File: src/hw/rtl/ksl_pkg.sv
// ----------------------------------------------------------------------------
// ksl_pkg
// Shared constants and types for the keyed stack lookup table.
// ----------------------------------------------------------------------------
package ksl_pkg;

    localparam int DEPTH = 16;
    localparam int CNT_W = $clog2(DEPTH + 1);
    localparam int KEY_W = 8;
    localparam int VAL_W = 32;

    localparam logic [1:0] ACT_INSERT = 2'd0;
    localparam logic [1:0] ACT_LOOKUP = 2'd1;
    localparam logic [1:0] ACT_POP    = 2'd2;
    localparam logic [1:0] ACT_DELETE = 2'd3;

    localparam logic [1:0] ST_OK     = 2'd0;
    localparam logic [1:0] ST_FULL   = 2'd1;
    localparam logic [1:0] ST_EMPTY  = 2'd2;
    localparam logic [1:0] ST_ABSENT = 2'd3;

    // Search request that travels one cell per cycle along the row.
    typedef struct packed {
        logic             active;
        logic             is_del;
        logic [KEY_W-1:0] key;
        logic             found;
        logic [VAL_W-1:0] value;
    } probe_t;

endpackage

File: src/hw/rtl/ksl_cell.sv
// ----------------------------------------------------------------------------
// ksl_cell
// One storage slot of the table with its stage of the search pipeline.
// ----------------------------------------------------------------------------
module ksl_cell
    import ksl_pkg::*;
(
    input  logic             clk,
    input  logic             rst_n,
    input  logic             live,
    input  logic             ins_we,
    input  logic [KEY_W-1:0] ins_key,
    input  logic [VAL_W-1:0] ins_value,
    input  probe_t           probe_in,
    input  logic             up_shift,
    input  logic [KEY_W-1:0] up_key,
    input  logic [VAL_W-1:0] up_value,
    output probe_t           probe_out,
    output logic             shift_out,
    output logic [KEY_W-1:0] key_out,
    output logic [VAL_W-1:0] value_out
);

    logic [KEY_W-1:0] key_reg;
    logic [VAL_W-1:0] value_reg;
    probe_t           probe_reg;
    logic             hit;

    always_ff @(posedge clk)
    begin
        if (ins_we)
        begin
            key_reg   <= ins_key;
            value_reg <= ins_value;
        end
        else if (up_shift)
        begin
            key_reg   <= up_key;
            value_reg <= up_value;
        end
    end

    always_ff @(posedge clk or negedge rst_n)
    begin
        if (!rst_n)
        begin
            probe_reg <= '0;
        end
        else
        begin
            probe_reg <= probe_in;
        end
    end

    // Only the oldest live match counts; later cells see found already set.
    assign hit = probe_reg.active && live && !probe_reg.found && (probe_reg.key == key_reg);

    always_comb
    begin
        probe_out       = probe_reg;
        probe_out.found = probe_reg.found | hit;
        if (hit)
        begin
            probe_out.value = value_reg;
        end
    end

    // Once a delete has matched below, every live entry above moves down one slot.
    assign shift_out = probe_reg.active && probe_reg.is_del && probe_reg.found && live;
    assign key_out   = key_reg;
    assign value_out = value_reg;

endmodule

File: src/hw/rtl/keyed_stack_lookup_table_unit.sv
// ----------------------------------------------------------------------------
// keyed_stack_lookup_table_unit
// Sixteen-entry key/value stack with insert, lookup, pop and delete by key.
// ----------------------------------------------------------------------------
// Insert and pop need no search: the result strobe (done) rises in the
// cycle after start is taken and busy stays low. Lookup and delete send the
// key down the row of DEPTH cells, one cell per cycle, and the result is
// registered once the key has left the last cell, with busy high until the
// last cell has been passed. Each result is shown for exactly one cycle with
// done high and must be captured then; it cannot be held off.
module keyed_stack_lookup_table_unit
    import ksl_pkg::*;
(
    input  logic                    clk,
    input  logic                    rst_n,
    input  logic                    start,
    output logic                    busy,
    input  logic [1:0]              action,
    input  logic [KEY_W-1:0]        key,
    input  logic signed [VAL_W-1:0] value,
    output logic                    done,
    output logic signed [VAL_W-1:0] read_value,
    output logic                    found,
    output logic [1:0]              status
);

    logic [CNT_W-1:0] count_reg, count_next;
    logic             busy_reg, busy_next;
    logic             done_reg, done_next;
    logic [VAL_W-1:0] read_value_reg, read_value_next;
    logic             found_reg, found_next;
    logic [1:0]       status_reg, status_next;

    logic   accept;
    logic   is_full;
    logic   is_empty;
    probe_t probe_head;

    probe_t           probe_chain [DEPTH+1];
    logic             shift_chain [DEPTH+1];
    logic [KEY_W-1:0] key_chain   [DEPTH+1];
    logic [VAL_W-1:0] value_chain [DEPTH+1];

    assign accept   = start && !busy_reg;
    assign is_full  = (count_reg == CNT_W'(DEPTH));
    assign is_empty = (count_reg == '0);

    always_comb
    begin
        probe_head        = '0;
        probe_head.active = accept && ((action == ACT_LOOKUP) || (action == ACT_DELETE));
        probe_head.is_del = (action == ACT_DELETE);
        probe_head.key    = key;
    end

    assign probe_chain[0]     = probe_head;
    assign shift_chain[DEPTH] = 1'b0;
    assign key_chain[DEPTH]   = '0;
    assign value_chain[DEPTH] = '0;

    for (genvar i = 0; i < DEPTH; i++)
    begin : g_cell
        logic cell_live;
        logic cell_we;
        logic cell_shift;

        assign cell_live = (CNT_W'(i) < count_reg);
        assign cell_we   = accept && (action == ACT_INSERT) && (count_reg == CNT_W'(i));

        ksl_cell u_cell (
            .clk       (clk),
            .rst_n     (rst_n),
            .live      (cell_live),
            .ins_we    (cell_we),
            .ins_key   (key),
            .ins_value (value),
            .probe_in  (probe_chain[i]),
            .up_shift  (shift_chain[i+1]),
            .up_key    (key_chain[i+1]),
            .up_value  (value_chain[i+1]),
            .probe_out (probe_chain[i+1]),
            .shift_out (cell_shift),
            .key_out   (key_chain[i]),
            .value_out (value_chain[i])
        );

        assign shift_chain[i] = cell_shift;
    end

    always_comb
    begin
        count_next      = count_reg;
        busy_next       = busy_reg;
        done_next       = 1'b0;
        read_value_next = '0;
        found_next      = 1'b0;
        status_next     = ST_OK;

        if (accept)
        begin
            case (action)
                ACT_INSERT:
                begin
                    done_next = 1'b1;
                    if (is_full)
                    begin
                        status_next = ST_FULL;
                    end
                    else
                    begin
                        count_next = count_reg + 1'b1;
                    end
                end
                ACT_POP:
                begin
                    done_next = 1'b1;
                    if (is_empty)
                    begin
                        status_next = ST_EMPTY;
                    end
                    else
                    begin
                        count_next = count_reg - 1'b1;
                    end
                end
                default:
                begin
                    busy_next = 1'b1;
                end
            endcase
        end

        // The search leaves the last cell: report it and settle the count.
        if (probe_chain[DEPTH].active)
        begin
            busy_next  = 1'b0;
            done_next  = 1'b1;
            found_next = probe_chain[DEPTH].found;
            if (probe_chain[DEPTH].is_del)
            begin
                if (probe_chain[DEPTH].found)
                begin
                    count_next = count_reg - 1'b1;
                end
                else
                begin
                    status_next = ST_ABSENT;
                end
            end
            else if (probe_chain[DEPTH].found)
            begin
                read_value_next = probe_chain[DEPTH].value;
            end
            else
            begin
                read_value_next = '1;
                status_next     = ST_ABSENT;
            end
        end
    end

    always_ff @(posedge clk or negedge rst_n)
    begin
        if (!rst_n)
        begin
            count_reg <= '0;
            busy_reg  <= 1'b0;
            done_reg  <= 1'b0;
        end
        else
        begin
            count_reg <= count_next;
            busy_reg  <= busy_next;
            done_reg  <= done_next;
        end
    end

    always_ff @(posedge clk)
    begin
        read_value_reg <= read_value_next;
        found_reg      <= found_next;
        status_reg     <= status_next;
    end

    assign busy       = busy_reg;
    assign done       = done_reg;
    assign read_value = read_value_reg;
    assign found      = found_reg;
    assign status     = status_reg;

    a_count_bound: assert property (@(posedge clk) disable iff (!rst_n)
        count_reg <= CNT_W'(DEPTH))
        else $error("entry count above capacity");

    a_scan_sets_busy: assert property (@(posedge clk) disable iff (!rst_n)
        (start && !busy_reg && ((action == ACT_LOOKUP) || (action == ACT_DELETE)))
        |=> busy_reg)
        else $error("search transfer did not raise busy");

    a_tail_only_when_busy: assert property (@(posedge clk) disable iff (!rst_n)
        probe_chain[DEPTH].active |-> busy_reg)
        else $error("search finished while idle");

    a_found_ok: assert property (@(posedge clk) disable iff (!rst_n)
        (done_reg && found_reg) |-> (status_reg == ST_OK))
        else $error("match reported with error status");

    a_done_after_tail: assert property (@(posedge clk) disable iff (!rst_n)
        probe_chain[DEPTH].active |=> (done_reg && !busy_reg))
        else $error("search result not delivered");

endmodule
File: config.mk
export PLATFORM = sky130hd
export DESIGN_NAME = keyed_stack_lookup_table_unit
export DESIGN_NICKNAME = d
export VERILOG_FILES = /design/src/hw/rtl/ksl_pkg.sv /design/src/hw/rtl/ksl_cell.sv /design/src/hw/rtl/keyed_stack_lookup_table_unit.sv
export SDC_FILE = /design/constraint.sdc
export NUM_CORES = 1
export LEC_CHECK = 0
export BUFFER_PORTS_ARGS = -buffer_cell sky130_fd_sc_hd__buf_2
export CORE_MARGIN = 4
export CORE_UTILIZATION = 40
export CTS_CLUSTER_SIZE = 28
export DETAILED_ROUTE_END_ITERATION = 7
export HOLD_SLACK_MARGIN = 0.08
export PLACE_DENSITY = 0.55
export SKIP_CTS_REPAIR_TIMING = 1
export SYNTH_ARGS = -nofsm -noshare
export SYNTH_HDL_FRONTEND = slang
export SYNTH_HIERARCHICAL = 1
export SYNTH_SLANG_ARGS = --single-unit
File: constraint.sdc
create_clock -name clk -period 4.2 [get_ports clk]
set_input_delay 0.42 -clock clk [delete_from_list [all_inputs] [get_ports clk]]
set_output_delay 0.42 -clock clk [all_outputs]
set_load 0.02 [all_outputs]
* After elaboration in Yosys (flattened, before gate mapping)
Cells that the tools add are included.
Storage, ports and cells: output and inout port bits 37, word-level logic and storage cells 431, register bits after elaboration 1337, input bits 45
Cells by class: add/sub/neg operators 2, magnitude comparators 16, reductions and logical operators 149, equal/unequal tests 36, mux-type cells 96, bitwise gates (word level) 16
Operators by type and width (number):
- $mux 32 | 47
- $mux 8 | 30
- $eq 8x8->1 | 16
- $logic_and 1x1->1 | 111
- $eq 5x4->1 const B | 8
- $lt 4x5->1 const A | 8
- $reduce_bool 2->1 | 16
- $mux 5 | 6
- $eq 5x3->1 const B | 4
- $lt 3x5->1 const A | 4
- $logic_not 1->1 | 16
- $or 1x1->1 | 15
- $eq 5x2->1 const B | 2
- $lt 1x5->1 const A | 2
- $lt 2x5->1 const A | 2
- $pmux 5 s2 | 1
- $mux 2 | 4
- $mux 1 | 7
- $add 5x1->5 const B | 1
- $eq 5x1->1 const B | 1
- $eq 5x5->1 const B | 1
- $logic_not 5->1 | 1
- $sub 5x1->5 const B | 1
- $eq 2x2->1 const B | 2
- 8 further kinds | 9

* Logic depth before layout (Yosys ltp)
Gate-level depths: netlist (run 1).
depth in word-level cells 8, mapped depth 12, mapped depth without buffers 8

* Modules after synthesis
The synthesis (run 1) kept the hierarchy.
Modules (own cells, without submodules):
- ksl_cell | instances 16, area an instance 3480.8 um^2, sequential area each 2277.2 um^2, cells each 189
- keyed_stack_lookup_table_unit | instances 1, area an instance 1896.8 um^2, sequential area each 875.8 um^2, cells each 228

* Worst setup path before layout (run 1)
Ideal clock, no wire load.
kind input to register, from in action[1], to reg g_cell[11].u_cell.key_reg[0], enable pin, path buffers 4, slack 0.983 ns, arrival time 2.837 ns, stages 8, library setup time 0.380 ns, required time 3.820 ns, cell sequence buf_6 or4b_4 buf_6 or4_4 nor2_1 clkbuf_1 buf_1 or2_2
Between the ends: word-level cells in the longest chain between the ends 4
RTL lines:
- start, declared | line keyed_stack_lookup_table_unit.sv:18 | input logic [1:0] action,
- $logic_not 2->1 | line keyed_stack_lookup_table_unit.sv:68 | assign cell_we = accept && (action == ACT_INSERT) && (count_reg == CNT_W'(i));
- $logic_and 1x1->1 (2 in series) | line keyed_stack_lookup_table_unit.sv:68
- via g_cell[11].cell_we | line keyed_stack_lookup_table_unit.sv:64 | logic cell_we;
- $reduce_bool 2->1 (no source line)
- end signal, assigned | line ksl_cell.sv:33 | key_reg <= ins_key;
- end signal, assigned | line ksl_cell.sv:38 | key_reg <= up_key;
- end, declared | line ksl_cell.sv:24 | logic [KEY_W-1:0] key_reg;
The timed path passes the listed nets, and every way through them passes these cells. A chain may end at the register's enable or synchronous reset.

* Worst setup path after layout (run 1)
from reg count_reg[1], to reg g_cell[0].u_cell.value_reg[14] (data pin)
Between the ends: word-level cells in the longest chain between the ends 3
RTL lines:
- start, declared | line keyed_stack_lookup_table_unit.sv:27 | logic [CNT_W-1:0] count_reg, count_next;
- start signal, assigned | line keyed_stack_lookup_table_unit.sv:172 | count_reg <= count_next;
- $logic_not 5->1 | line keyed_stack_lookup_table_unit.sv:68
- $logic_and 1x1->1 | line keyed_stack_lookup_table_unit.sv:68
- via g_cell[0].cell_we | line keyed_stack_lookup_table_unit.sv:64
- $mux 32 | line ksl_cell.sv:31 | if (ins_we)
- end signal, assigned | line ksl_cell.sv:34 | value_reg <= ins_value;
- end signal, assigned | line ksl_cell.sv:39 | value_reg <= up_value;
- end, declared | line ksl_cell.sv:25 | logic [VAL_W-1:0] value_reg;
The timed path passes the listed nets, and every way through them passes these cells.

==> impl_metrics.ini, run 1 <==
[grt]
grt_util_met3_pct = 2.57
grt_start_max_net_pins = 102
grt.overflow.total = 0
use_met2_pct = 19.7
grtUsageMet1_pct = 22.0
grt_util_all_layers_pct = 14.0
antenna_found_initial = 4
grt_pass1_vias = 26687
grt_pass1_wl_um = 169000
busiest_layer = met1

[placed_design]
port-buffer-count = 81
post-dp-hpwl_um = 65100
place_congestion = 0.740
dpl_cell_area_mm2 = 0.0584

[floorplan]
die-area_mm2 = 0.150
rows = 138
core_area_mm2 = 0.142
die_y_um = 387
die_w_um = 387
ios = 82
start_util_pct = 40.4

[pwr]
irDropWorstVdd_mv = 0.271
power_density_mw_per_mm2 = 461
internal_power_w = 0.0227
switching_share_pct = 22.0
power.leakage_nw = 25.4
pwr-share-clk_pct = 43.0
power_switching_w = 0.00639
p_seq_share_pct = 51.2
combPwrFrac_pct = 5.8

[sta]
hold_violations = 0
min_period_over_period_pct = 78.9
rsz0062_at_grt = false
fin_tns_setup_ns = 0
drv_slew = 0
skew_ns = 0.0174
min_period_ns = 3.31
slew-limit-headroom_pct = 22.7
setup_violations = 0
tightest_slew_ns = 1.16
fmax_mhz = 302

[route]
drt_pass1_iterations = 4
wl_per_cell_um = 19.9
num_vias = 24960
avgViaCountPerCell = 4.71
initialDrtViolationCount = 1337
drc = 0
wirelength_um = 105000
drtAntennaViolNets = 0

[clocking]
clk_pin_slew_ns = 0.06
cts_max_path_buffers = 3
cts_tree = built
root_buffer = clkbuf_16
cts.sinks = 1370
ctsHtreeMaxLevel = 4
clock_latency_ns = 0.75
numCtsBuffers = 143

[worst_setup_path]
cp.arrival_ns = 3.80
endpoint_kind = register
rr_worst_depth = 6
cp.required_ns = 4.69
cpMaxStageDelayCell = buf_4
timing.rr.end = g_cell[0].u_cell/value_out[14]
start_kind = register
reg2reg_from = count_reg[1]
cp_num_buf_inv = 2
crit_fanout = 40
worst-setup-path-type = register to register
crit_family = simple AND/OR/NAND/NOR gates
r2r_setup_slack_ns = 0.89
crit_path_cell_trace = inv_1 > ha_1 > or3b_2 > nor3_2 > buf_4 > mux2_2
cpPeakStageDelay_ns = 0.59

[final_layout]
final_core_util_pct = 44.4
final_nets = 3333
largest_reg_flops = 528
fillCellCount = 12354
fin_area_mm2 = 0.0632
register_area_mm2 = 0.0373
synthToLayoutAreaGrowth_pct = 9.81
drive_gt1_share_pct = 44.9
multiInputGateArea_mm2 = 0.0177

[status]
outcome = finished, final reports clean

[yosys]
netlist_area_mm2 = 0.0575
yosysWarnings = 6
syn_inst = 3243
postSynthAreaPerCell_um2 = 17.7

[min_path]
whs_endpoint = g_cell[15].u_cell/value_out[22]
hold_depth = 2
hold_start = value[22]
hp-class = input pin to register

[flow_run]
cap_violations = 0
worst register-to-register path, cell delays in order, from the launching register on:
cell and delay, ns:
dfrtp_1 0.51, inv_1 0.26, ha_1 0.33, or3b_2 0.50, nor3_2 0.37, buf_4 0.59, mux2_2 0.51
worst max path at each step:
stage	startpoint	endpoint	slack, ns	cells past startpoint
2_1_floorplan	action[1]	g_cell[11].u_cell/key_out[0]	0.98	8
3_3_place_gp	count_reg[1]	g_cell[0].u_cell/value_out[15]	1.10	6
3_5_place_dp	count_reg[1]	g_cell[0].u_cell/value_out[9]	0.96	6
4_1_cts	count_reg[1]	g_cell[0].u_cell/value_out[9]	0.93	6
5_1_grt	count_reg[1]	g_cell[0].u_cell/value_out[9]	0.77	6
6_report	count_reg[1]	g_cell[0].u_cell/value_out[14]	0.89	6
layer usage:
metal	vias to the layer above	wire, um	share of wire (%)
met1	12830	56200	53
met5	-	13	0.012
met3	151	3460	3.3
met4	2	2060	2.0
met2	343	43600	41
li1	11634	-	-
power groups by stage:
stage          sequential (W)  combinational [W]  clock (W)
3_3_place_gp           0.0151            0.00167          0
6_report               0.0149            0.00169     0.0125
4_1_cts                0.0149            0.00170     0.0129
3_5_place_dp           0.0152            0.00168          0
5_1_grt                0.0150            0.00185     0.0135
2_1_floorplan          0.0151            0.00116          0
stage by stage:
stage	std cells	hold slack [ns]	power [W]	setup WS, ns
detailed placement	5015	0.343	0.0168	0.964
floorplan	3316	0.124	0.0162	0.983
finish	5295	0.325	0.0291	0.886
CTS	5277	-0.252	0.0295	0.934
global route	5292	0.292	0.0303	0.766
global placement	5015	0.334	0.0168	1.10
layout by cell type (no fill, tap or decap), drive strengths merged, types with 16 or more instances in the layout:
| cell | n |
|---|---|
| clkbuf | 225 |
| dfxtp | 35 |
| and4 | 16 |
| conb | 74 |
| mux2 | 1152 |
| or4 | 17 |
| buf | 122 |
| nand4 | 16 |
| a21oi | 34 |
| or2 | 17 |
| xnor2 | 130 |
| nand3 | 35 |
| nand2b | 21 |
| dfrtp | 695 |
| edfxtp | 640 |
| inv | 39 |
| clkinv | 32 |
final cells by class:
type / instances / share of cell area, %
diodes: 5 / 0.0198
clock buffers: 225 / 6.97
clock inverters: 37 / 0.406
inverters: 38 / 0.226
multi-input cells: 1595 / 28.1
flip-flops and latches: 1370 / 59.1
well taps: 1890 / 3.74
repair buffers: 135 / 1.49
(Power assumes the default switching activity.)
==> run 2, diff against run 1 <==
==> constraint.sdc (replaced) <==
create_clock -name clk -period 3.2 [get_ports clk]
set_input_delay 0.32 -clock clk [delete_from_list [all_inputs] [get_ports clk]]
set_output_delay 0.32 -clock clk [all_outputs]
set_load 0.02 [all_outputs]
==> impl_metrics.ini, run 2 (synthesized netlist as in run 1, its figures left out) <==
[pwr]
pwr-share-clk_pct = 42.2
power_density_mw_per_mm2 = 596
power.leakage_nw = 25.6
p_seq_share_pct = 51.4
combPwrFrac_pct = 6.3
irDropWorstVdd_mv = 0.379
switching_share_pct = 22.4
power_switching_w = 0.00848
internal_power_w = 0.0295

[sta]
slew-limit-headroom_pct = 49.6
min_period_ns = 2.94
skew_ns = 0.0229
min_period_over_period_pct = 91.8
tightest_slew_ns = 0.756
setup_violations = 0
hold_violations = 0
rsz0062_at_grt = false
drv_slew = 0
fmax_mhz = 340
fin_tns_setup_ns = 0

[min_path]
hp-class = input pin to asynchronous set/reset pin

[final_layout]
final_core_util_pct = 44.7
final_common_cell = dfrtp_1
drive_gt1_share_pct = 45.3
synthToLayoutAreaGrowth_pct = 10.6
final_nets = 3359
largest_reg_flops = 528
mostFrequentLayoutCells = dfrtp_1, mux2_2, edfxtp_1

[floorplan]
ios = 82
die_w_um = 387
start_util_pct = 40.4
rows = 138
die-area_mm2 = 0.150
die_y_um = 387
core_area_mm2 = 0.142

[worst_setup_path]
start_kind = register
crit_fanout = 20
cpMaxStageDelayCell = dfrtp_1
cp_num_buf_inv = 3
worst-setup-path-type = register to register
endpoint_kind = register
crit_path_frequent_cell = buf_12
cpPeakStageDelay_ns = 0.52
crit_path_cell_trace = inv_1 > ha_1 > or3b_2 > nor3_4 > buf_12 > buf_12 > mux2_2
cp.required_ns = 3.68
r2r_setup_slack_ns = 0.26
cp.arrival_ns = 3.42
crit_family = simple AND/OR/NAND/NOR gates

[clocking]
cts_tree = built
clk_pin_slew_ns = 0.06
cts.sinks = 1370
cts_max_path_buffers = 3
clock_latency_ns = 0.75
ctsHtreeMaxLevel = 4
numCtsBuffers = 142
root_buffer = clkbuf_16

[placed_design]
post-dp-hpwl_um = 66900
port-buffer-count = 81
place_congestion = 0.750

[flow_run]
cap_violations = 0

[route]
num_vias = 25001
avgViaCountPerCell = 4.70
initialDrtViolationCount = 1343
wl_per_cell_um = 20.0
wirelength_um = 106000
drt_pass1_iterations = 4
drc = 0
drtAntennaViolNets = 0

[grt]
grt_pass1_wl_um = 170000
grt_pass1_vias = 26841
grt_util_all_layers_pct = 14.2
antenna_found_initial = 4
grt_start_max_net_pins = 99
grt.overflow.total = 0

[status]
outcome = finished, final reports clean
## run 2: power groups by stage
stage	logic, W	registers [W]	clock network (W)
floorplan	0.00153	0.0198	0
global placement	0.00238	0.0198	0
detailed placement	0.00239	0.0199	0
CTS	0.00241	0.0195	0.0166
global route	0.00262	0.0196	0.0173
finish	0.00240	0.0195	0.0160
## run 2: cell type report
cell class                      instances  area [um2]
Fill cell                           12360       78600
Sequential cell                      1370       37300
Multi-Input combinational cell       1595       17700
Clock buffer                          210        4110
Tap cell                             1890        2360
Timing Repair Buffer                  162        1590
Clock inverter                         52         385
Inverter                               38         143
Antenna cell                            1        2.50
## run 2: routing by layer
metal,vias to the layer above,GRT usage [%],wire length (um)
met5,-,0,0
met4,0,3.92,2020
met3,156,2.78,3720
met2,367,20.1,44100
met1,12804,22.2,56400
li1,11674,-,-
## run 2: worst paths after layout
check / start / endpoint / cells after the start
setup / recovery: count_reg[0] / g_cell[0].u_cell/value_out[14] / 7
hold / removal: rst_n / g_cell[0].u_cell/probe_out[37] / 2
setup reg to reg: count_reg[0] / g_cell[0].u_cell/value_out[14] / 7
hold reg to reg: g_cell[0].u_cell/probe_out[41] / g_cell[1].u_cell/probe_out[41] / 0
max in group asynchronous: rst_n / g_cell[12].u_cell/probe_reg[9] / 3
min in group clk: value[10] / g_cell[13].u_cell/value_out[10] / 2
## run 2: through the flow
| step | power, W | area [um2] | setup WS (ns) | hold slack, ns | std cells |
|---|---|---|---|---|---|
| 2_1_floorplan | 0.0213 | 57800 | 0.0699 | 0.0244 | 3316 |
| 3_3_place_gp | 0.0222 | 59000 | 0.288 | 0.334 | 5042 |
| 3_5_place_dp | 0.0222 | 59000 | 0.237 | 0.348 | 5042 |
| 4_1_cts | 0.0385 | 63500 | 0.202 | -0.473 | 5304 |
| 5_1_grt | 0.0395 | 63600 | 0.157 | 0.169 | 5318 |
| 6_report | 0.0379 | 63600 | 0.262 | 0.162 | 5318 |
==> run 3, diff against run 2 <==
--- a/config.mk
+++ b/config.mk
@@ -10,6 +10,7 @@
 export CORE_UTILIZATION = 40
 export CTS_CLUSTER_SIZE = 28
 export DETAILED_ROUTE_END_ITERATION = 7
+export GPL_TIMING_DRIVEN = 0
 export HOLD_SLACK_MARGIN = 0.08
 export PLACE_DENSITY = 0.55
 export SKIP_CTS_REPAIR_TIMING = 1
==> impl_metrics.ini, run 3 (synthesized netlist as in run 1, its figures left out) <==
[sta]
setup_violations = 0
fmax_mhz = 320
skew_ns = 0.0321
min_period_ns = 3.13
min_period_over_period_pct = 97.7
setup_slack_ns = 0.0733
tightest_slew_ns = 0.694
whs_ns = 0.195
fin_tns_setup_ns = 0
drv_slew = 0
slew-limit-headroom_pct = 53.7
hold_violations = 0

[final_layout]
final_nets = 3628
mostFrequentLayoutCells = dfrtp_1, mux2_2, edfxtp_1
drive_gt1_share_pct = 48.3
fillCellCount = 12266
fin_area_mm2 = 0.0660
final_common_cell = dfrtp_1
synthToLayoutAreaGrowth_pct = 14.8
largest_reg_flops = 528

[worst_setup_path]
cpPeakStageDelay_ns = 0.50
endpoint = g_cell[13].u_cell/value_out[13]
cp.arrival_ns = 3.54
r2r_setup_slack_ns = 0.07
timing.rr.end = g_cell[13].u_cell/value_out[13]
endpoint_kind = register
rr_worst_depth = 7
reg2reg_from = busy
crit_path_frequent_cell = clkbuf_2
start_kind = register
cp.depth = 7
crit_path_start = busy
crit_family = simple AND/OR/NAND/NOR gates
worst-setup-path-type = register to register
cp_num_buf_inv = 3
crit_path_cell_trace = or4b_4 > buf_6 > or3_1 > nor2_1 > clkbuf_2 > clkbuf_2 > or2_4
cpMaxStageDelayCell = or4b_4
cp.required_ns = 3.61
crit_fanout = 20

[clocking]
ctsHtreeMaxLevel = 4
clk_pin_slew_ns = 0.06
numCtsBuffers = 146
cts.sinks = 1370
clock_latency_ns = 0.76
root_buffer = clkbuf_16
cts_tree = built
cts_max_path_buffers = 3

[placed_design]
place_congestion = 0.753
post-dp-hpwl_um = 72800
dpl_cell_area_mm2 = 0.0608
port-buffer-count = 80
post-place-ws_ns = -1.58

[pwr]
irDropWorstVdd_mv = 0.433
power.leakage_nw = 27.1
power_density_mw_per_mm2 = 591

[route]
avgViaCountPerCell = 4.56
wl_met1_um = 54300
dr_wl_met3_um = 3390
initialDrtViolationCount = 1201
wl_met2_um = 53400
wirelength_um = 114000
drtAntennaViolNets = 0
drt_pass1_iterations = 4
wl_per_cell_um = 20.3
drc = 0
num_vias = 25494
topRoutingLayerUsed = met4

[min_path]
hold_depth = 2
hp-class = input pin to register

[floorplan]
die_y_um = 387
die-area_mm2 = 0.150
core_area_mm2 = 0.142
rows = 138
start_util_pct = 40.4
die_w_um = 387
ios = 82

[grt]
grt.overflow.total = 0
grt_pass1_vias = 27361
grt_pass1_wl_um = 171000
antenna_found_initial = 2
grt_start_max_net_pins = 109
grt_util_all_layers_pct = 14.4

[status]
outcome = finished, final reports clean

[flow_run]
cap_violations = 0
==> run 3: through the flow <==
step / instances / utilization, % / total power, W
after floorplan: 3316 / - / 0.0213
after global placement: 5286 / 42.6 / 0.0222
after detailed placement: 5293 / 42.7 / 0.0223
after CTS: 5559 / 46.1 / 0.0395
after global routing: 5586 / 46.4 / 0.0406
final: 5589 / 46.4 / 0.0390
==> run 3: power breakdown <==
part / internal [W] / switching (W) / leakage, nW / total, W
sequential: 0.0192 / 0.000326 / 14.2 / 0.0195
combinational: 0.00116 / 0.00140 / 10.5 / 0.00256
clock: 0.0101 / 0.00686 / 2.37 / 0.0170
total: 0.0304 / 0.00859 / 27.1 / 0.0390
==> run 3: layer usage <==
metal / up-vias / GRT usage (%)
met2: 339 / 22.1
li1: 12252 / -
met4: 0 / 4.23
met5: - / 0
met3: 158 / 2.54
met1: 12745 / 21.0
==> run 3: worst min path at each step <==
| stage | slack [ns] | to | start |
|---|---|---|---|
| final | 0.19 | g_cell[11].u_cell/value_out[10] | value[10] |
| after global routing | 0.17 | g_cell[11].u_cell/value_out[18] | value[18] |
| after CTS | -0.61 | g_cell[0].u_cell/probe_out[37] | rst_n |
| after detailed placement | 0.24 | g_cell[0].u_cell/probe_out[37] | rst_n |
| after global placement | 0.43 | g_cell[1].u_cell/probe_out[41] | g_cell[0].u_cell/probe_out[41] |
| after floorplan | 0.02 | busy | rst_n |
==> run 3: cell type report <==
class | count | area, um2 | share of cell area [%]
Sequential cell | 1370 | 37300 | 56.5
Tap cell | 1890 | 2360 | 3.58
Buffer | 305 | 2710 | 4.10
Antenna cell | 3 | 7.51 | 0.0114
Inverter | 38 | 143 | 0.216
Timing Repair Buffer | 101 | 761 | 1.15
Clock inverter | 45 | 434 | 0.657
Multi-Input combinational cell | 1616 | 17900 | 27.1
Clock buffer | 221 | 4400 | 6.66
